--- config.mk ---
export PLATFORM = sky130hd
export DESIGN_NAME = fts_ctrl
export DESIGN_NICKNAME = d
export VERILOG_FILES = /design/src/rtl/core/fts_pkg.sv /design/src/rtl/core/fts_ctrl.sv
export SDC_FILE = /design/constraint.sdc
export NUM_CORES = 1
export LEC_CHECK = 0
export ABC_AREA = 1
export CORE_AREA = 2 2 39 41
export CTS_BUF_LIST = sky130_fd_sc_hd__clkbuf_4
export CTS_CLUSTER_SIZE = 10
export DETAILED_ROUTE_END_ITERATION = 10
export DIE_AREA = 0 0 41 43
export DONT_BUFFER_PORTS = 1
export PLACE_DENSITY = 0.3
export SLEW_MARGIN = 15
export SYNTH_ARGS = -nofsm -noshare
export SYNTH_HDL_FRONTEND = slang
export SYNTH_SLANG_ARGS = --single-unit
--- constraint.sdc ---
create_clock -name clk -period 1 [get_ports clk]
set_input_delay 0.2 -clock clk [delete_from_list [all_inputs] [get_ports clk]]
set_output_delay 0.2 -clock clk [all_outputs]
set_load 0.03 [all_outputs]
--- src/rtl/core/fts_pkg.sv ---
// Shared types, constants and codes for the FIR-then-smoother block.
`timescale 1ns / 1ps
package fts_pkg;

    localparam int CHANNELS_DEF = 16;
    localparam int MAX_TAPS_DEF = 4;

    localparam int CH_W     = 4;
    localparam int SAMPLE_W = 16;
    localparam int OUT_W    = 24;
    localparam int WEIGHT_W = 17;
    localparam int TAPS_W   = 3;
    localparam int COEF_W   = 16;
    localparam int NUM_COEFS = 4;
    localparam int COEF_IW  = 2;
    localparam int CFG_IDX_W  = 3;
    localparam int CFG_DATA_W = 17;

    localparam logic [WEIGHT_W-1:0] ONE_Q16 = 17'd65536;

    localparam logic [WEIGHT_W-1:0] WEIGHT_RST = 17'd49152;
    localparam logic [TAPS_W-1:0]   TAPS_RST   = 3'd1;
    localparam logic [COEF_W-1:0]   COEF0_RST  = 16'd16384;
    localparam logic [COEF_W-1:0]   COEFN_RST  = 16'd0;

    typedef enum logic [CFG_IDX_W-1:0] {
        REG_WEIGHT = 3'd0,
        REG_TAPS   = 3'd1,
        REG_COEF0  = 3'd2,
        REG_COEF1  = 3'd3,
        REG_COEF2  = 3'd4,
        REG_COEF3  = 3'd5
    } reg_idx_t;

    typedef struct packed {
        logic [CH_W-1:0]            channel;
        logic signed [SAMPLE_W-1:0] sample;
    } item_t;

    typedef struct packed {
        logic [CH_W-1:0]         out_channel;
        logic signed [OUT_W-1:0] smoothed;
    } result_t;

    typedef struct packed {
        logic [WEIGHT_W-1:0]                  weight;
        logic [TAPS_W-1:0]                    taps_used;
        logic [NUM_COEFS-1:0][COEF_W-1:0]     coef;
    } cfg_t;

    // Commands from the controller to the datapath.
    typedef struct packed {
        logic load;
        logic chan_upd;
        logic hist_rd;
        logic mac;
        logic blend_mul;
        logic blend_sum;
        logic emit;
    } cmd_t;

    // Status from the datapath to the controller.
    typedef struct packed {
        logic ch_ok;
        logic full;
        logic last_tap;
        logic out_free;
    } status_t;

    typedef enum logic [2:0] {
        S_IDLE,
        S_CHAN,
        S_HREAD,
        S_HACC,
        S_BL1,
        S_BL2,
        S_OUT
    } state_t;

endpackage

--- src/rtl/core/fts_ctrl.sv ---
// Controller state machine that sequences one transaction through the datapath.
`timescale 1ns / 1ps
module fts_ctrl (
    input  logic              clk,
    input  logic              rst_n,
    input  logic              item_valid,
    output logic              item_ready,
    input  fts_pkg::status_t  status,
    output fts_pkg::cmd_t     cmd
);

    fts_pkg::state_t state_reg;
    fts_pkg::state_t state_next;

    always_ff @(posedge clk or negedge rst_n)
    begin
        if (!rst_n)
        begin
            state_reg <= fts_pkg::S_IDLE;
        end
        else
        begin
            state_reg <= state_next;
        end
    end

    always_comb
    begin
        state_next = state_reg;
        item_ready = 1'b0;
        cmd        = '0;
        case (state_reg)
            fts_pkg::S_IDLE:
            begin
                item_ready = 1'b1;
                // A transaction for a channel out of range is taken and dropped.
                if (item_valid && status.ch_ok)
                begin
                    cmd.load   = 1'b1;
                    state_next = fts_pkg::S_CHAN;
                end
            end
            fts_pkg::S_CHAN:
            begin
                cmd.chan_upd = 1'b1;
                state_next   = status.full ? fts_pkg::S_HREAD : fts_pkg::S_IDLE;
            end
            fts_pkg::S_HREAD:
            begin
                cmd.hist_rd = 1'b1;
                state_next  = fts_pkg::S_HACC;
            end
            fts_pkg::S_HACC:
            begin
                cmd.mac    = 1'b1;
                state_next = status.last_tap ? fts_pkg::S_BL1 : fts_pkg::S_HREAD;
            end
            fts_pkg::S_BL1:
            begin
                cmd.blend_mul = 1'b1;
                state_next    = fts_pkg::S_BL2;
            end
            fts_pkg::S_BL2:
            begin
                cmd.blend_sum = 1'b1;
                state_next    = fts_pkg::S_OUT;
            end
            fts_pkg::S_OUT:
            begin
                if (status.out_free)
                begin
                    cmd.emit   = 1'b1;
                    state_next = fts_pkg::S_IDLE;
                end
            end
            default:
            begin
                state_next = fts_pkg::S_IDLE;
            end
        endcase
    end

endmodule

==> reports/results.tsv <==
metric	value	unit
gr-total-overflow	0	
syn_area	227.7	um2
ys_top_cells_by_area	dfrtp_1, nand2_1, inv_1	
crit_buf_inv	0	
clk_path_buf_depth	2	
critPathSlowestCell	dfrtp_2	
yosys_register_bits	3	
setup_tns	-2.922	ns
fill_cells	145	
status	finished with violations	
setup_viol	11	
rsz0062_at_grt	yes	
r2r_setup_slack	-0.15	ns
io_pins	15	
viasPerCell	4.280	
clkLatencyLatePin	0.23	ns
cp.required	0.80	ns
wl_per_cell	11.05	um
final_max_slew_viol_count	0	
synthCells	39	
drt-initial-drc-count	0	
antenna_cells	0	
grt_max_degree	7	
worstPathArrival	1.16	ns
wl_met3	47	um
rows	14	
hold_violations	0	
syn_nets	46	
relSlewSlack	0.8387	
path_clk_slew	0.04	ns
synth_top_area_frac	0.3297	
yosysTopAreaCell	dfrtp_1	
largest_register_ffs	3	
path_delay_family	simple AND/OR/NAND/NOR gates	
fin_crit_sh	1.361	
tritoncts	built	
ant_nets	0	
finalWeightedCongestion	0.6952	
finClkSkew	0.001842	ns
cp_max_fo	5	
cts-htree-levels	1	
utilization	0.4268	
layout-drive-gt1-share	0.8136	
crit_path_end_kind	output port	
met1Wirelength	267	um
worst_setup_path_start_kind	register	
grt_pass1_vias	299	
port-buffer-count	0	
dp_hpwl	542.3	um
critPathMostFrequentCell	nor2_4	
wl_met2	514	um
die_h	43	um
grt_pass1_wl	1242	um
ys_types	8	
finalWorstSetupSlack	-0.3610	ns
seq_area_frac_synth	0.3297	
grt_util_all_layers	0.1070	
worst_pin_slew	0.2395	ns
min_path_type	input pin to register	
vias	321	
area_growth	159.3	%
clock_sinks	3	
initial_core_util	0.1646	
violations	setup timing	
slowest_delay	0.45	ns
dp_worst_setup_slack	-0.1517	ns
final_nets	67	
powerDensity	3579	nW/um2
ys_warn_count	0	
min_period	1.361	ns
die_area	1763	um2
routed_wl	829	um
max_freq	734.7	MHz
highest-signal-layer	met3	
drc_errors	0	
antenna_found_initial	0	
chipWidth	41	um
cts_buffers	3	
maxCapViolations	0	
firstDrtPassIters	1	
leakage	0.2827	nW
ir_drop	0.001522	V
postSynthAreaPerCell	5.839	um2
path_class	register to output port	
root_buffer	clkbuf_4	
path_cells	nor2_4 > nand2_4 > nor2_4	
core-area	1384	um2
[power breakdown]
part | internal (mW) | total, mW | switching [mW]
clock network | 0.176 | 0.234 | 0.0581
registers | 0.188 | 0.326 | 0.137
logic | 0.727 | 1.55 | 0.827
total | 1.09 | 2.11 | 1.02
[worst paths after layout]
check	depth (start not counted)	to	start
max in group asynchronous	1	state_reg[1]	rst_n
worst min-delay path	2	state_reg[2]	status[1]
worst max register to register	7	state_reg[2]	state_reg[0]
worst min register to register	3	state_reg[0]	state_reg[0]
min in group asynchronous	1	state_reg[2]	rst_n
worst max-delay path	3	cmd[6]	state_reg[0]
[timing repair]
| item | CTS | global route |
|---|---|---|
| gates resized for setup | 20 | 13 |
| gates cloned | 0 | 0 |
| endpoints found under the hold margin | 3 | 0 |
| endpoints found under the setup margin | 11 | 11 |
| pin swaps | 7 | 8 |
| hold buffers | 1 | 0 |
| setup buffers | 7 | 4 |
[layer usage]
metal,track usage,vias up
met5,0,-
met4,0.06000,0
met3,0.03141,0
met2,0.1719,11
met1,0.1176,154
li1,-,156
[metrics by stage]
step           cells  hold WS [ns]  area (um2)  power, mW
2_1_floorplan     39      -0.09559       295.3      1.021
3_3_place_gp      62      -0.09551       389.1      1.301
3_5_place_dp      62      -0.09552       389.1      1.309
4_1_cts           72        0.1310       533.0      1.868
5_1_grt           75        0.1406       590.6      2.269
6_report          75        0.1394       590.6      2.114
[layout make-up]
type                    instances  area [um2]  area share
inverters                       9       51.30     0.08686
flip-flops and latches          3       78.83      0.1335
repair buffers                 17       185.2      0.3136
clock buffers                   4       30.03     0.05085
multi-input cells              26       225.2      0.3814
well taps                      16       20.02     0.03390
[cell usage after synthesis, drive strengths merged]
cell type	instances
inv	9
dfrtp	3
nor3	2
o21ai	1
nand3	5
nand2	10
buf	1
nor2	8
[logic make-up (layout without fill, tap and decap cells)]
family          count (synthesis)  count (layout)  synth area share
simple gates                   25              25            0.4506
buf+inv                        10              30            0.1978
compound gates                  1               1           0.02196
flops                           3               3            0.3297
[cell usage in the layout, fill, tap and decap left out]
cell	n
nand2_2	3
nor2_1	3
inv_1	1
nor3_4	2
inv_2	4
buf_4	6
inv_6	3
dlygate4sd3_1	1
nor2_4	5
clkbuf_4	4
nand3_1	1
buf_12	2
nand3_2	3
nand3_4	1
nand2_4	3
o21ai_0	1
buf_6	8
dfrtp_2	3
inv_4	1
nand2_1	4
(Power assumes the default switching activity.)
