File: src/rtl/core/fts_pkg.sv
// Shared types, constants and codes for the FIR-then-smoother block.
`timescale 1ns / 1ps
package fts_pkg;

    localparam int CHANNELS_DEF = 16;
    localparam int MAX_TAPS_DEF = 4;

    localparam int CH_W     = 4;
    localparam int SAMPLE_W = 16;
    localparam int OUT_W    = 24;
    localparam int WEIGHT_W = 17;
    localparam int TAPS_W   = 3;
    localparam int COEF_W   = 16;
    localparam int NUM_COEFS = 4;
    localparam int COEF_IW  = 2;
    localparam int CFG_IDX_W  = 3;
    localparam int CFG_DATA_W = 17;

    localparam logic [WEIGHT_W-1:0] ONE_Q16 = 17'd65536;

    localparam logic [WEIGHT_W-1:0] WEIGHT_RST = 17'd49152;
    localparam logic [TAPS_W-1:0]   TAPS_RST   = 3'd1;
    localparam logic [COEF_W-1:0]   COEF0_RST  = 16'd16384;
    localparam logic [COEF_W-1:0]   COEFN_RST  = 16'd0;

    typedef enum logic [CFG_IDX_W-1:0] {
        REG_WEIGHT = 3'd0,
        REG_TAPS   = 3'd1,
        REG_COEF0  = 3'd2,
        REG_COEF1  = 3'd3,
        REG_COEF2  = 3'd4,
        REG_COEF3  = 3'd5
    } reg_idx_t;

    typedef struct packed {
        logic [CH_W-1:0]            channel;
        logic signed [SAMPLE_W-1:0] sample;
    } item_t;

    typedef struct packed {
        logic [CH_W-1:0]         out_channel;
        logic signed [OUT_W-1:0] smoothed;
    } result_t;

    typedef struct packed {
        logic [WEIGHT_W-1:0]                  weight;
        logic [TAPS_W-1:0]                    taps_used;
        logic [NUM_COEFS-1:0][COEF_W-1:0]     coef;
    } cfg_t;

    // Commands from the controller to the datapath.
    typedef struct packed {
        logic load;
        logic chan_upd;
        logic hist_rd;
        logic mac;
        logic blend_mul;
        logic blend_sum;
        logic emit;
    } cmd_t;

    // Status from the datapath to the controller.
    typedef struct packed {
        logic ch_ok;
        logic full;
        logic last_tap;
        logic out_free;
    } status_t;

    typedef enum logic [2:0] {
        S_IDLE,
        S_CHAN,
        S_HREAD,
        S_HACC,
        S_BL1,
        S_BL2,
        S_OUT
    } state_t;

endpackage

File: src/rtl/core/fts_cfg.sv
// Configuration register bank: weight, window length and coefficients.
`timescale 1ns / 1ps
module fts_cfg (
    input  logic                              clk,
    input  logic                              rst_n,
    input  logic                              cfg_valid,
    output logic                              cfg_ready,
    input  logic [fts_pkg::CFG_IDX_W-1:0]     cfg_index,
    input  logic [fts_pkg::CFG_DATA_W-1:0]    cfg_data,
    output fts_pkg::cfg_t                     cfg
);

    fts_pkg::cfg_t cfg_reg;

    assign cfg_ready = 1'b1;
    assign cfg       = cfg_reg;

    always_ff @(posedge clk or negedge rst_n)
    begin
        if (!rst_n)
        begin
            cfg_reg.weight    <= fts_pkg::WEIGHT_RST;
            cfg_reg.taps_used <= fts_pkg::TAPS_RST;
            cfg_reg.coef[0]   <= fts_pkg::COEF0_RST;
            cfg_reg.coef[1]   <= fts_pkg::COEFN_RST;
            cfg_reg.coef[2]   <= fts_pkg::COEFN_RST;
            cfg_reg.coef[3]   <= fts_pkg::COEFN_RST;
        end
        else if (cfg_valid)
        begin
            case (cfg_index)
                fts_pkg::REG_WEIGHT: cfg_reg.weight    <= cfg_data;
                fts_pkg::REG_TAPS:   cfg_reg.taps_used <= cfg_data[fts_pkg::TAPS_W-1:0];
                fts_pkg::REG_COEF0:  cfg_reg.coef[0]   <= cfg_data[fts_pkg::COEF_W-1:0];
                fts_pkg::REG_COEF1:  cfg_reg.coef[1]   <= cfg_data[fts_pkg::COEF_W-1:0];
                fts_pkg::REG_COEF2:  cfg_reg.coef[2]   <= cfg_data[fts_pkg::COEF_W-1:0];
                fts_pkg::REG_COEF3:  cfg_reg.coef[3]   <= cfg_data[fts_pkg::COEF_W-1:0];
                default: ;
            endcase
        end
    end

endmodule

File: config.mk
export PLATFORM = sky130hd
export DESIGN_NAME = fts_cfg
export DESIGN_NICKNAME = d
export VERILOG_FILES = /design/src/rtl/core/fts_pkg.sv /design/src/rtl/core/fts_cfg.sv
export SDC_FILE = /design/constraint.sdc
export NUM_CORES = 1
export LEC_CHECK = 0
export BUFFER_PORTS_ARGS = -buffer_cell sky130_fd_sc_hd__buf_2
export CAP_MARGIN = 25
export CORE_MARGIN = 1
export CORE_UTILIZATION = 40
export DETAILED_ROUTE_END_ITERATION = 10
export PLACE_DENSITY = 0.69
export SLEW_MARGIN = 0
export SYNTH_ARGS = -nofsm -noshare
export SYNTH_HDL_FRONTEND = slang
export SYNTH_SLANG_ARGS = --single-unit
File: constraint.sdc
create_clock -name clk -period 0.8 [get_ports clk]
set_input_delay 0.2 -clock clk [delete_from_list [all_inputs] [get_ports clk]]
set_output_delay 0.2 -clock clk [all_outputs]
set_load 0.01 [all_outputs]
==> flow_summary.ini, run 1 <==
[critical_path]
path_depth = 1
path_cells = buf_6
crit_path_max_incr_delay_ns = 0.55
critPathLaunchType = register
arrival_ns = 0.99
crit_path_end_kind = output pin
crit_buf_inv = 1
path_max_fanout = 2
cpMaxStageDelayCell = dfstp_2
worstPathRequired_ns = 0.60
crit_type = register to output pin
r2r_cells = 2
cp_top_family = flip-flops

[clock_network]
cts.sinks = 84
cts.clk_slew.worst_paths_ns = 0.08
worstSkewPairLatency_ns = 0.34
clockBufferDepth = 2
root_buffer = clkbuf_8
htreeDepth = 3
numCtsBuffers = 9
cts_tree = yes

[drt]
top_layer = met4
wl_met1_um = 4100
dr_wl_met2_um = 4020
ant_nets = 0
drc = 0
wl_met3_um = 455
drtIter0Drc = 47
wire_per_inst_um = 18.2
via_per_inst = 4.75
via_count = 2262
drt-total-wl_um = 8670
drt_pre_antenna_iters = 4

[logic_synthesis]
synth_most_common_cell = dfrtp_1
syn_area_um2 = 3260
netlist-cell-type-count = 12
syn_avg_cell_area_um2 = 17.7
ys_seq_area_frac = 0.646
ys_top_cells_by_count = dfrtp_1 (80), mux2_2 (74), mux2_4 (10)
synth_edf_count = 0
yosysTopAreaCellShare = 0.614
synthesis.nets = 207
synth_ff_type = dfrtp_1
yosysTopAreaCell = dfrtp_1
synthCells = 184
ys_seq_elements = 84
synth_warnings = 0
synth_area_leaders = dfrtp_1 (61%), mux2_2 (26%), mux2_4 (4.6%)
async_reset_ff_frac = 1.00

[pwr]
power_density_nw_per_um2 = 2490
power.total_mw = 13.1
ir_worst_vdd_v = 0.00155
p_leak_nw = 2.74

[grt]
grt_pass1_wl_um = 12800
grt_overflow = 0
grt_antenna_before_repair = 0
first_global_vias = 2232
grt_max_degree = 38
grt_usage = 0.204

[floorplan]
fp.dieW_um = 92.3
start_util = 0.418
core_um2 = 7810
dieArea_um2 = 8520
rows = 32
die_h_um = 92.3
boundaryPins = 108

[sta]
rsz0062_at_grt = true
fin_crit_ns = 1.19
fin_ws_ns = -0.391
hold_violations = 0
worst_clock_skew_ns = 0
min_period_over_period = 1.49
fmax_ghz = 0.840
drv_slew = 0
setup_viol = 168

[cells_and_area]
largest_reg_flops = 84
antenna_cells = 0
final_util = 0.675
nets = 392
drive_gt1_frac = 0.775
syn_to_final_growth_pct = 61.6

[placement]
hpwl_um = 4780
portBuffers = 106
post-place-ws_ns = -0.561
place_congestion = 0.678

[job]
maxCapViolCount = 0

[run_status]
status = finished with violations
failed_checks = negative setup slack

[worst_hold_path]
hold_path_class = input port to register
hold_depth = 2
==> worst paths after layout <==
path | slack, ns | endpoint | from
hold / removal | 0.08 | cfg[83] | cfg_data[16]
setup reg to reg | -0.12 | cfg[46] | cfg[46]
min in group asynchronous | 0.37 | cfg[24] | rst_n
hold reg to reg | 0.51 | cfg[63] | cfg[63]
setup / recovery | -0.39 | cfg[82] | cfg[82]
max in group asynchronous | 0.16 | cfg[64] | rst_n
==> kinds of logic after synthesis <==
family	synth area share
other cells	0.00115
buf+inv	0.0234
flops	0.646
simple gates	0.0280
mux	0.301
==> cell type report <==
cell class,instances,area [µm²]
clock buffers,11,131
clock inverters,5,55.1
fillers,560,2540
multi-input cells,91,1390
flip-flops and latches,84,2110
well taps,102,128
repair buffers,183,1470
==> per-stage QoR <==
| stage | setup TNS (ns) | cells | area (µm²) | hold slack, ns |
|---|---|---|---|---|
| global route | -38.46 | 476 | 5270 | 0.0570 |
| finish | -35.07 | 476 | 5270 | 0.0835 |
| CTS | -35.82 | 452 | 5050 | 0.0657 |
| floorplan | -31.54 | 184 | 3430 | -0.0956 |
| global placement | -39.03 | 397 | 4180 | 0.184 |
| detailed placement | -40.10 | 397 | 4180 | 0.185 |
==> cells in the final DEF, fill, tap and decap left out <==
cell type,instances
clkbuf_1,2
buf_6,23
conb_1,1
buf_12,10
nand4b_4,2
clkinvlp_4,2
buf_4,53
buf_8,5
dfstp_2,4
bufinv_16,1
clkinv_2,2
clkbuf_8,9
buf_2,88
dfrtp_1,80
nor4b_4,1
buf_16,3
mux2_4,84
dlygate4sd3_1,1
and4bb_4,3
==> power by group <==
group	internal, mW	leakage (nW)	switching (mW)
Sequential	5.22	1.00	0.579
Combinational	2.88	1.65	1.57
Clock	1.43	0.0893	1.43
==> routing by layer <==
layer  vias up  track usage
met5         -            0
met4         0       0.0430
met3        11       0.0591
met2        87        0.299
met1      1143        0.300
li1       1021            -
==> what timing repair did <==
item | 4_1_cts | 5_1_grt
gates cloned | 6 | 0
resized for setup | 69 | 28
pin swaps | 3 | 4
hold endpoints to repair | 81 | 0
hold buffers | 1 | 0
setup endpoints to repair | 166 | 168
buffers inserted | 32 | 38
Note: power is estimated with default switching activity, not from simulation.
==> run 2: changes to the inputs <==
--- a/config.mk
+++ b/config.mk
@@ -5,6 +5,7 @@
 export SDC_FILE = /design/constraint.sdc
 export NUM_CORES = 1
 export LEC_CHECK = 0
+export ABC_AREA = 1
 export BUFFER_PORTS_ARGS = -buffer_cell sky130_fd_sc_hd__buf_2
 export CAP_MARGIN = 25
 export CORE_MARGIN = 1
==> run 2 against run 1 <==
Net effect: wire length increased by 9.5%; the flow still finishes with violations (negative setup slack); die area increased by 3.7%; power decreased by 9.9%.
==> flow_summary.ini, run 2 <==
[run_status]
status = finished with violations
failed_checks = negative setup slack

[logic_synthesis]
synth_most_common_cell = nand2_1
syn_avg_cell_area_um2 = 9.00
synthesis.nets = 399
synthCells = 376
synth_ff_type = dfrtp_1
synth_area_leaders = dfrtp_1 (59%), nand2_1 (23%), nand3_1 (7.7%)
yosysTopAreaCell = dfrtp_1
synth_warnings = 0
yosysTopAreaCellShare = 0.591
ys_seq_area_frac = 0.622
synth_edf_count = 0
async_reset_ff_frac = 1.00
ys_seq_elements = 84
netlist-cell-type-count = 13
ys_top_cells_by_count = nand2_1 (204), dfrtp_1 (80), nand3_1 (52)
syn_area_um2 = 3390

[sta]
min_period_over_period = 1.48
fin_crit_ns = 1.19
timing.setup.tns_ns = -23.58
fin_ws_ns = -0.388
worst_clock_skew_ns = 0
rsz0062_at_grt = true
fmax_ghz = 0.842
drv_slew = 0
setup_viol = 96
hold_violations = 0

[placement]
post-place-ws_ns = -0.356
placed_area_um2 = 4360
place_congestion = 0.833
portBuffers = 106
hpwl_um = 6420

[floorplan]
core_um2 = 8220
dieArea_um2 = 8840
rows = 33
fp.dieW_um = 94
start_util = 0.412
boundaryPins = 108
die_h_um = 94

[critical_path]
rrSetupSlack_ns = -0.09
path_max_fanout = 2
worstPathRequired_ns = 0.60
cp_top_family = flip-flops
crit_path_end_kind = output pin
path_cells = buf_6
reg2reg_from = cfg[74]
crit_buf_inv = 1
cpMaxStageDelayCell = dfstp_2
critPathLaunchType = register
crit_path_max_incr_delay_ns = 0.55
r2r_cells = 4
arrival_ns = 0.99
crit_type = register to output pin
r2r_end = cfg[74]

[clock_network]
numCtsBuffers = 9
cts_tree = yes
htreeDepth = 3
cts.sinks = 84
worstSkewPairLatency_ns = 0.34
clockBufferDepth = 2
cts.clk_slew.worst_paths_ns = 0.08
root_buffer = clkbuf_8

[cells_and_area]
fin_area_um2 = 5120
nets = 573
drive_gt1_frac = 0.444
syn_to_final_growth_pct = 51.1
antenna_cells = 0
final_common_cell = nand2_1
most-common-layout-cells = nand2_1 (194), buf_2 (91), dfrtp_1 (80)
largest_reg_flops = 84

[drt]
wire_per_inst_um = 14.4
drt-total-wl_um = 9500
ant_nets = 0
drt_pre_antenna_iters = 4
drtIter0Drc = 143
via_per_inst = 4.83
via_count = 3184
drc = 0

[grt]
use_met3 = 0.0615
grt_pass1_wl_um = 14600
grt_max_degree = 33
grtUsageMet2 = 0.352
first_global_vias = 2992
grt_antenna_before_repair = 0
grt_overflow = 0
grt-busiest-layer = met2
grt_usage = 0.220
gr-usage-met1 = 0.291

[pwr]
p_leak_nw = 2.84
ir_worst_vdd_v = 0.00100
power_density_nw_per_um2 = 2310
power.total_mw = 11.8

[worst_hold_path]
hold_path_class = input port to register
min_from = cfg_data[16]
whs_endpoint = cfg[83]
hold_depth = 3

[job]
maxCapViolCount = 0
-- run 2: cell type report --
| class | count | area [µm²] |
|---|---|---|
| Clock buffer | 12 | 155 |
| Timing Repair Buffer | 180 | 1340 |
| Multi-Input combinational cell | 269 | 1310 |
| Inverter | 6 | 45.0 |
| Sequential cell | 84 | 2110 |
| Fill cell | 729 | 3100 |
| Tap cell | 105 | 131 |
| Clock inverter | 3 | 22.5 |
-- run 2: cell families after synthesis --
| family | count (synthesis) | synth area share |
|---|---|---|
| other cells | 1 | 0.00111 |
| buf+inv | 23 | 0.0410 |
| flops | 84 | 0.622 |
| simple gates | 268 | 0.336 |
-- run 2: routing by layer --
metal,vias to the layer above,part of all wire
met4,0,0.0084
met5,-,0
li1,1514,-
met2,119,0.50
met1,1544,0.42
met3,7,0.072
-- run 2: worst max path at each step --
stage	from	endpoint	slack, ns	cells after the start
detailed placement	cfg_index[1]	cfg[25]	-0.36	6
CTS	cfg[64]	cfg[64]	-0.40	1
global route	cfg[81]	cfg[81]	-0.43	1
global placement	cfg_index[1]	cfg[24]	-0.31	6
finish	cfg[82]	cfg[82]	-0.39	1
floorplan	cfg_index[2]	cfg[0]	-0.08	5
-- run 2: report_power, final --
group	total [mW]	internal (mW)	leakage, nW	switching [mW]
Clock	2.76	1.28	0.0807	1.48
Sequential	5.54	5.07	1.05	0.477
Combinational	3.51	1.81	1.71	1.70
Total	11.8	8.16	2.84	3.65
-- run 2: timing repair --
item / CTS / global route
pin swaps: 1 / 7
endpoints found under the hold margin: 80 / 0
gates cloned: 0 / 0
setup buffers: 29 / 28
hold buffers: 1 / 0
gates resized for setup: 7 / 27
setup endpoints to repair: 84 / 101
-- run 2: per-stage QoR --
step,cells,utilization,hold slack [ns]
2_1_floorplan,376,-,-0.0956
3_3_place_gp,589,0.530,0.0423
3_5_place_dp,589,0.530,0.0485
4_1_cts,634,0.585,0.0720
5_1_grt,659,0.623,0.0669
6_report,659,0.623,0.0866
==> run 3: changes to the inputs <==
--- a/config.mk
+++ b/config.mk
@@ -6,12 +6,14 @@
 export NUM_CORES = 1
 export LEC_CHECK = 0
 export ABC_AREA = 1
-export BUFFER_PORTS_ARGS = -buffer_cell sky130_fd_sc_hd__buf_2
 export CAP_MARGIN = 25
 export CORE_MARGIN = 1
 export CORE_UTILIZATION = 40
+export CTS_CLUSTER_SIZE = 12
 export DETAILED_ROUTE_END_ITERATION = 10
-export PLACE_DENSITY = 0.69
+export DONT_BUFFER_PORTS = 1
+export HOLD_SLACK_MARGIN = 0.02
+export PLACE_DENSITY = 0.57
 export SLEW_MARGIN = 0
 export SYNTH_ARGS = -nofsm -noshare
 export SYNTH_HDL_FRONTEND = slang
==> run 3 against run 2 <==
Net effect: the flow finishes with violations (negative hold slack, negative setup slack); critical path depth is 1 lower; combinational power is 65% lower; first-iteration DRC count is 44% lower; sequential share of layout area is 9.1 points higher; worst hold slack worse by 0.55 ns; flip-flop and latch count stayed put; utilization is 11 points lower; critical endpoint unchanged; wire length is 3.9% lower; register-to-register slack better by 0.13 ns; power is 13% lower.
==> flow_summary.ini, run 3 (same netlist as run 2, synthesis figures left out) <==
[drt]
drt_pre_antenna_iters = 4
ant_nets = 0
drtIter0Drc = 80
via_count = 2615
drt-total-wl_um = 9130
via_per_inst = 5.07
wire_per_inst_um = 17.7
drc = 0

[cells_and_area]
multi_input_area_um2 = 1270
fin_area_um2 = 4190
regArea_um2 = 2110
nets = 429
n_fill_cell = 754
drive_gt1_frac = 0.190
largest_reg_flops = 84
final_util = 0.510
final_common_cell = nand2_1
antenna_cells = 0
syn_to_final_growth_pct = 23.7
most-common-layout-cells = nand2_1 (203), dfrtp_1 (79), nand3_1 (29)
layout.cells.non_filler = 516

[pwr]
power.total_mw = 10.3
power_density_nw_per_um2 = 2450
ir_worst_vdd_v = 0.00104
p_leak_nw = 2.28

[floorplan]
fp.dieW_um = 94
boundaryPins = 108
die_h_um = 94
core_um2 = 8220
start_util = 0.412
dieArea_um2 = 8840
rows = 33

[grt]
grt_overflow = 0
grt_pass1_wl_um = 14200
grt_max_degree = 85
grt_antenna_before_repair = 0
grt_usage = 0.217
gr-usage-met1 = 0.264
use_met3 = 0.0736
grtUsageMet2 = 0.355
grt-busiest-layer = met2
first_global_vias = 2623

[sta]
fin_crit_ns = 1.12
fmax_ghz = 0.896
fin_ws_ns = -0.317
min_period_over_period = 1.40
rsz0062_at_grt = true
hold_violations = 84
drv_slew = 0
setup_viol = 84
whs_ns = -0.461
worst_clock_skew_ns = 0

[clock_network]
numCtsBuffers = 9
cts_tree = yes
htreeDepth = 3
hold_buffers = 18
cts.sinks = 84
cts.clk_slew.worst_paths_ns = 0.09
clockBufferDepth = 2
root_buffer = clkbuf_8
worstSkewPairLatency_ns = 0.35

[placement]
hpwl_um = 5950
portBuffers = 0
place_congestion = 0.747
place_inst = 480
placed_area_um2 = 3760

[critical_path]
r2r_cells = 2
crit_type = register to output pin
crit_path_end_kind = output pin
path_max_fanout = 2
reg2reg_from = cfg[64]
critPathLaunchType = register
r2r_end = cfg[64]
worstPathRequired_ns = 0.60
arrival_ns = 0.92
rrSetupSlack_ns = 0.04

[worst_hold_path]
hold_path_class = input port to async pin

[job]
maxCapViolCount = 0

[run_status]
failed_checks = negative hold slack, negative setup slack
status = finished with violations
[run 3: cell count changes in the layout (fill, tap and decap cells not counted), sizes merged]
cell / delta
bufinv: +1
dlygate4sd3: +3
clkinv: +3
clkinvlp: -2
dlymetal6s4s: +14
buf: -161
clkbuf: -1
[run 3: worst max-delay path by stage]
| stage | slack, ns | depth (start not counted) | start | endpoint |
|---|---|---|---|---|
| 6_report | -0.32 | 0 | cfg[82] | cfg[82] |
| 5_1_grt | -0.35 | 0 | cfg[82] | cfg[82] |
| 4_1_cts | -0.34 | 0 | cfg[14] | cfg[14] |
| 3_5_place_dp | -0.13 | 4 | cfg_index[0] | cfg[43] |
| 3_3_place_gp | -0.11 | 4 | cfg_index[0] | cfg[43] |
| 2_1_floorplan | -0.08 | 5 | cfg_index[2] | cfg[0] |
[run 3: layout make-up]
type / count / share of cell area
Tap cell: 105 / 0.0314
Timing Repair Buffer: 36 / 0.105
Clock inverter: 5 / 0.0125
Sequential cell: 84 / 0.503
Clock buffer: 11 / 0.0338
Multi-Input combinational cell: 269 / 0.304
Inverter: 6 / 0.0108
[run 3: power breakdown]
part / internal [mW] / leakage, nW / switching, mW
logic: 0.526 / 1.13 / 0.692
registers: 5.07 / 1.05 / 0.981
clock network: 1.51 / 0.0991 / 1.47
total: 7.11 / 2.28 / 3.14
[run 3: metal layers]
layer	part of all wire	routed length (µm)	up-vias
li1	-	-	1238
met3	0.083	756	15
met2	0.49	4470	95
met5	0	0	-
met1	0.41	3750	1267
met4	0.017	158	0
[run 3: what timing repair did]
item,CTS,global route
gates resized for setup,0,15
buffers inserted,0,2
endpoints found under the setup margin,84,132
hold endpoints to repair,168,84
pin swaps,0,1
[run 3: stage by stage]
step	setup slack (ns)	TNS, ns
after floorplan	-0.0803	-3.22
after global placement	-0.113	-6.42
after detailed placement	-0.128	-6.98
after CTS	-0.338	-16.99
after global routing	-0.351	-17.49
final	-0.317	-14.73
